`src/rxno_pkg.sv`:
```
// Shared types, constants and the xorshift step of the noise oscillator.
package rxno_pkg;

  // Default sizing of the period counter and of the warm-up after a reseed
  localparam int unsigned PeriodBitsDef = 16;
  localparam int unsigned PrestepsDef   = 8;

  // Seed mapping: 1 + ((level * SeedScale) >> 16), level clamped to LevelOne
  localparam logic [30:0] SeedScale = 31'h7FFF_FFFE;
  localparam logic [16:0] LevelOne  = 17'h1_0000;

  // Saturation limits of a Q1.15 sample
  localparam logic signed [15:0] SampleMax = 16'sh7FFF;
  localparam logic signed [15:0] SampleMin = -16'sh8000;

  // One input item: one audio sample tick
  typedef struct packed {
    logic               restart;
    logic        [15:0] period_length;
    logic        [16:0] seed_level_a;
    logic        [16:0] seed_level_b;
    logic        [16:0] seed_level_c;
    logic signed [15:0] spread_a;
    logic signed [15:0] spread_b;
    logic signed [15:0] spread_c;
    logic signed [15:0] mix_ab;
    logic signed [15:0] mix_bc;
  } rxno_in_t;

  // One result item
  typedef struct packed {
    logic signed [15:0] sample_out;
    logic               clipped;
  } rxno_out_t;

  // Commands from the sequencer to the datapath
  typedef struct packed {
    logic load;   // latch the item, update the period counter
    logic seed;   // load the three generators from the seed levels
    logic step;   // advance the three generators once
    logic mul1;   // bipolar value times spread
    logic diff;   // pairwise differences
    logic mul2;   // differences times mix gains
    logic fin;    // round, saturate, write the output register
  } rxno_cmd_t;

  // Status from the datapath to the sequencer
  typedef struct packed {
    logic reseed; // the item at the input port starts a new period
  } rxno_sts_t;

  // One xorshift step: right 7, left 9, right 13
  function automatic logic [31:0] xs_step(input logic [31:0] s);
    logic [31:0] t;
    t = s ^ (s >> 7);
    t = t ^ (t << 9);
    t = t ^ (t >> 13);
    return t;
  endfunction

endpackage

```
`src/rxno_ctrl.sv`:
```
// Sequencer of the noise oscillator: one-hot state machine and output handshake.
module rxno_ctrl
  import rxno_pkg::*;
#(
  parameter int unsigned PRESTEPS = PrestepsDef
) (
  input  logic      clk_i,
  input  logic      rst_ni,
  input  logic      in_valid_i,
  output logic      in_ready_o,
  output logic      out_valid_o,
  input  logic      out_ready_i,
  input  rxno_sts_t sts_i,
  output rxno_cmd_t cmd_o
);

  localparam int unsigned WarmBits = (PRESTEPS > 0) ? $clog2(PRESTEPS + 1) : 1;
  localparam logic [WarmBits-1:0] WarmLoad = WarmBits'(PRESTEPS);
  localparam logic [WarmBits-1:0] WarmLast = WarmBits'(1);

  typedef enum logic [7:0] {
    S_IDLE = 8'b0000_0001,
    S_SEED = 8'b0000_0010,
    S_WARM = 8'b0000_0100,
    S_STEP = 8'b0000_1000,
    S_MUL1 = 8'b0001_0000,
    S_DIFF = 8'b0010_0000,
    S_MUL2 = 8'b0100_0000,
    S_FIN  = 8'b1000_0000
  } state_e;

  state_e              state_q, state_d;
  logic [WarmBits-1:0] warm_q, warm_d;
  logic                out_valid_q, out_valid_d;
  logic                out_free;

  // Output register can take a new item when empty or drained this cycle
  assign out_free   = !out_valid_q || out_ready_i;
  assign in_ready_o = (state_q == S_IDLE);
  assign out_valid_o = out_valid_q;

  // Next state and commands
  always_comb begin
    state_d     = state_q;
    warm_d      = warm_q;
    cmd_o       = '0;
    out_valid_d = out_valid_q && !out_ready_i;
    unique case (state_q)
      S_IDLE: begin
        if (in_valid_i) begin
          cmd_o.load = 1'b1;
          state_d    = sts_i.reseed ? S_SEED : S_STEP;
        end
      end
      S_SEED: begin
        cmd_o.seed = 1'b1;
        warm_d     = WarmLoad;
        state_d    = (PRESTEPS > 0) ? S_WARM : S_STEP;
      end
      S_WARM: begin
        cmd_o.step = 1'b1;
        warm_d     = warm_q - WarmLast;
        if (warm_q == WarmLast) begin
          state_d = S_STEP;
        end
      end
      S_STEP: begin
        cmd_o.step = 1'b1;
        state_d    = S_MUL1;
      end
      S_MUL1: begin
        cmd_o.mul1 = 1'b1;
        state_d    = S_DIFF;
      end
      S_DIFF: begin
        cmd_o.diff = 1'b1;
        state_d    = S_MUL2;
      end
      S_MUL2: begin
        cmd_o.mul2 = 1'b1;
        state_d    = S_FIN;
      end
      S_FIN: begin
        if (out_free) begin
          cmd_o.fin   = 1'b1;
          out_valid_d = 1'b1;
          state_d     = S_IDLE;
        end
      end
      default: begin
        state_d = S_IDLE;
      end
    endcase
  end

  // Control registers
  always_ff @(posedge clk_i or negedge rst_ni) begin
    if (!rst_ni) begin
      state_q     <= S_IDLE;
      warm_q      <= '0;
      out_valid_q <= 1'b0;
    end else begin
      state_q     <= state_d;
      warm_q      <= warm_d;
      out_valid_q <= out_valid_d;
    end
  end

endmodule

```
`config.mk`:
```
export PLATFORM = sky130hd
export DESIGN_NAME = rxno_ctrl
export DESIGN_NICKNAME = d
export VERILOG_FILES = /design/src/rxno_pkg.sv /design/src/rxno_ctrl.sv
export SDC_FILE = /design/constraint.sdc
export NUM_CORES = 1
export LEC_CHECK = 0
export ABC_AREA = 1
export BUFFER_PORTS_ARGS = -buffer_cell sky130_fd_sc_hd__buf_2
export CELL_PAD_IN_SITES_DETAIL_PLACEMENT = 1
export CELL_PAD_IN_SITES_GLOBAL_PLACEMENT = 2
export CORE_MARGIN = 1.5
export CORE_UTILIZATION = 30
export CTS_CLUSTER_SIZE = 8
export DETAILED_ROUTE_END_ITERATION = 8
export MAX_ROUTING_LAYER = met4
export PLACE_DENSITY = 0.8
export SYNTH_ARGS = -nofsm -noshare
export SYNTH_HDL_FRONTEND = slang
export SYNTH_SLANG_ARGS = --single-unit
```
`constraint.sdc`:
```
create_clock -name clk_i -period 1.53 [get_ports clk_i]
set_input_delay 0.0765 -clock clk_i [delete_from_list [all_inputs] [get_ports clk_i]]
set_output_delay 0.0765 -clock clk_i [all_outputs]
set_load 0.01 [all_outputs]
```
==> qor.log <==
[status] run status finished clean
[layout] final core occ 40.5%
[yosys] post-synthesis share of cell area spent on full adders, half adders and majority gates 3.25%
[cts] number of levels in the clock H-tree 1
[yosys] number of different library cells in the post-synthesis netlist 21
[timing] period utilisation layout 96.9%
[cts] clock root buffer sky130_fd_sc_hd__clkbuf_4
[power] power share of the combinational group 55.7%
[floorplanning] I/O pin count 14
[yosys] most used standard cells in the synthesized netlist sky130_fd_sc_hd__inv_1 (21), sky130_fd_sc_hd__nor2_1 (21), sky130_fd_sc_hd__nand2_1 (13), sky130_fd_sc_hd__dfrtp_1 (12), sky130_fd_sc_hd__nand3_1 (4)
[global_route] via count of the first global-routing pass 661
[setup_path] CP top delay family simple AND/OR/NAND/NOR gates
[placed_design] weighted congestion reported at the end of routability-driven placement 0.691
[routing] post-DR vias/cell 4.45
[timing] number of hold-slack violations in the final timing report 0
[yosys] Yosys Warn Count 0
[floorplanning] effective utilization at floorplan 31.4%
[timing] highest attainable clock frequency 0.675 GHz
[cts] clock transition at the registers of the reported paths 80 ps
[power] switching power of the nets 0.000780 W
[cts] CTS tree built
[power] Seq pwr share 32.2%
[routing] length of routed met3 wiring 31 um
[setup_path] Setup CP Type reg2out
[power] leakage power total 0.557 nW
[layout] Syn-to-layout area delta 29.1%
[yosys] share of the synthesized netlist area taken by xor and xnor gates 1.14%
[layout] number of nets at the end of the flow 132
[setup_path] WP buf/inv 2
[cts] number of clock sinks seen by CTS 13
[power] total power divided by cell area 1750 nW/um^2
[yosys] synthesized area divided by synthesized cell count 7.79 um^2
[yosys] Synth Net Count 106
[yosys] register bit count reported by yosys 13
[routing] routed metal-1 wire length 772 um
[setup_path] worst path arrival time 1410 ps
[yosys] register area share after synthesis 42.4%
[placed_design] instance area at placement 873 um^2
[timing] Final min period 1480 ps
[global_route] Overflow after GRT 0
[setup_path] worst-path maximum fanout 5
[floorplanning] chip width 53.7 um
[floorplanning] floorplan core area 2450 um^2
[floorplanning] DIE HEIGHT 53.7 um
[cts] maximum buffer depth of the clock tree 2
[yosys] simple logic cell fraction of the synthesized area 36.2%
[placed_design] DP Worst Slack 161 ps
[setup_path] worst endpoint required time 1450 ps
[yosys] summed instance area of the synthesized netlist 771 um^2
[yosys] area share of the leading cell type in the synthesized netlist 39.0%
[placed_design] count of port buffers added during placement 13
[yosys] Synth Area in Compound Gates 5.84%
[yosys] count of flip-flops with a built-in enable after synthesis 0
[routing] Pre-antenna DRT Iters 4
[global_route] global-route wire length before repair 2980 um
[timing] number of pins with negative max-slew slack in the final report 0
[routing] Antenna Violating Nets Remaining 0
[timing] worst setup margin 47.9 ps
[yosys] Synth area leaders sky130_fd_sc_hd__dfrtp_1 (39%), sky130_fd_sc_hd__inv_1 (10%), sky130_fd_sc_hd__nor2_1 (10%)
[cts] Inserted Clock Buffers 3
[timing] normalized max-slew margin 79.8%
[layout] proportion of layout cells with a drive suffix above 1 35.5%
[routing] topmost layer with routed signal wires met4
[global_route] GRT Resource Usage Total 15.1%
[power] total power after layout 0.00174 W
[routing] met2 wire length 953 um
[global_route] antenna violations before repair 0
[timing] worst clock skew on the final layout 0.825 ps
[setup_path] nature of the critical path endpoint output pin
[run] number of maximum-capacitance violations 0
[setup_path] Setup crit start kind flop
[layout] design area 995 um^2
[routing] DRC marker count from the first detailed-route iteration 4
[yosys] portion of netlist area occupied by mux cells 0%
[cts] Clk Latency, worst-skew pair 270 ps
[yosys] predominant post-synthesis flop cell sky130_fd_sc_hd__dfrtp_1
[setup_path] highest cell delay on the worst timing path 420 ps
[power] Switching Share 44.7%
[yosys] share of synthesized flip-flops with an asynchronous set or reset 100%
[power] maximum VDD drop 0.705 mV
[routing] DRC Markers 0
[yosys] largest area contributor in the synthesized netlist sky130_fd_sc_hd__dfrtp_1
[min_path] classification of the worst-slack hold path in2reg
[layout] Inserted Diodes 0
[timing] endpoints failing setup 0
[placed_design] total half-perimeter wirelength after legalization and detailed placement 1360 um
[routing] total detailed-routing wirelength 1770 um
[global_route] maximum number of pins on one net before global-route repair 14
[power] fraction of power consumed by the clock network 12.1%
[setup_path] Slowest-stage cell, CP sky130_fd_sc_hd__dfrtp_1
[power] internal power 0.000965 W
[floorplanning] Die Outline Area 2880 um^2
[floorplanning] placement row count 18
[routing] average wire per standard cell 11.5 um
[yosys] cell count after synthesis 99
[setup_path] cells along the critical path nor2_4 > nand2_4 > nor2_8 > inv_4 > nand2_2 > buf_6
[yosys] largest family of logic cells by synthesized area simple AND/OR/NAND/NOR gates
[timing] unrepaired setup endpoints after global routing yes
[routing] total number of vias 685
[timing] Tightest Pin Transition 303 ps
==> registers in the layout (all words and copies together), names as in the netlist <==
register / count
out_valid_o: 1
state_q: 8
warm_q: 4
==> power by group through the flow <==
| stage | Combinational (W) | Sequential, W | Clock (W) |
|---|---|---|---|
| 3_3_place_gp | 0.000811 | 0.000541 | 0 |
| 6_report | 0.000972 | 0.000561 | 0.000211 |
| 4_1_cts | 0.000857 | 0.000547 | 0.000223 |
| 5_1_grt | 0.00111 | 0.000579 | 0.000234 |
| 3_5_place_dp | 0.000829 | 0.000546 | 0 |
| 2_1_floorplan | 0.000633 | 0.000528 | 0 |
==> worst paths after layout <==
path / cells after the start / end / startpoint / slack, ps
max: 6 / cmd_o[4] / state_q[5] / 50
min: 2 / out_valid_o / out_ready_i / 20
max reg2reg: 8 / state_q[3] / state_q[0] / 60
min reg2reg: 2 / warm_q[3] / warm_q[3] / 490
max in group asynchronous: 2 / state_q[0] / rst_ni / 1030
min in group asynchronous: 2 / out_valid_o / rst_ni / 220
==> worst reg2reg max path, stage by stage, from the launching register on <==
cell and delay [ps]:
sky130_fd_sc_hd__dfstp_2 580, sky130_fd_sc_hd__inv_2 40, sky130_fd_sc_hd__nor2_2 80, sky130_fd_sc_hd__nand4_2 150
sky130_fd_sc_hd__buf_4 180, sky130_fd_sc_hd__nor2_1 120, sky130_fd_sc_hd__nor2_1 90, sky130_fd_sc_hd__inv_1 80
sky130_fd_sc_hd__nor2_1 40
==> metal layers <==
| layer | vias up | GRT usage (%) |
|---|---|---|
| li1 | 350 | - |
| met1 | 329 | 19.6 |
| met2 | 4 | 23.4 |
| met3 | 2 | 1.67 |
| met4 | 0 | 7.69 |
| met5 | - | - |
==> layout by cell type, fill, tap and decap left out, drive strengths merged, types with 2 or more instances in the layout <==
cell    netlist  routed
nor2         28      28
inv          23      23
buf           0      20
nand2        16      16
dfrtp        12      12
nand3         5       5
o21ai         4       4
clkbuf        0       4
o22ai         3       3
nand4         3       3
ha            2       2
==> kinds of logic (layout without fill, tap and decap cells) <==
kind of cell               count (synthesis)  in the layout
xor gates and xnor gates                   1              1
adders and majority gates                  2              2
buffers and inverters                     23             48
AOI/OAI and AO/OA                          8              8
DFF                                       13             13
and+or+nand+nor                           52             52
==> layout make-up <==
cell class,instances,area [um^2]
fill,316,1460
multi-input combinational,63,380
sequential,13,328
timing repair buffer,21,134
inverter,23,88.8
tap,30,37.5
clock buffer,4,26.3
==> metrics by stage <==
stage / hold slack, ps / cells / TNS (ps)
floorplan: -219 / 99 / 0
global placement: -16.1 / 142 / 0
detailed placement: -14.8 / 142 / 0
CTS: 20.4 / 148 / 0
global route: 33.2 / 154 / -111
finish: 24.0 / 154 / 0
==> what timing repair did <==
action | CTS | global route
endpoints found under the hold margin | 13 | 0
buffers inserted | 1 | 6
pin swaps | 2 | 6
setup endpoints to repair | 1 | 5
hold buffers | 1 | 0
resized for setup | 1 | 10
No activity file was read; power rests on OpenSTA's default activity.
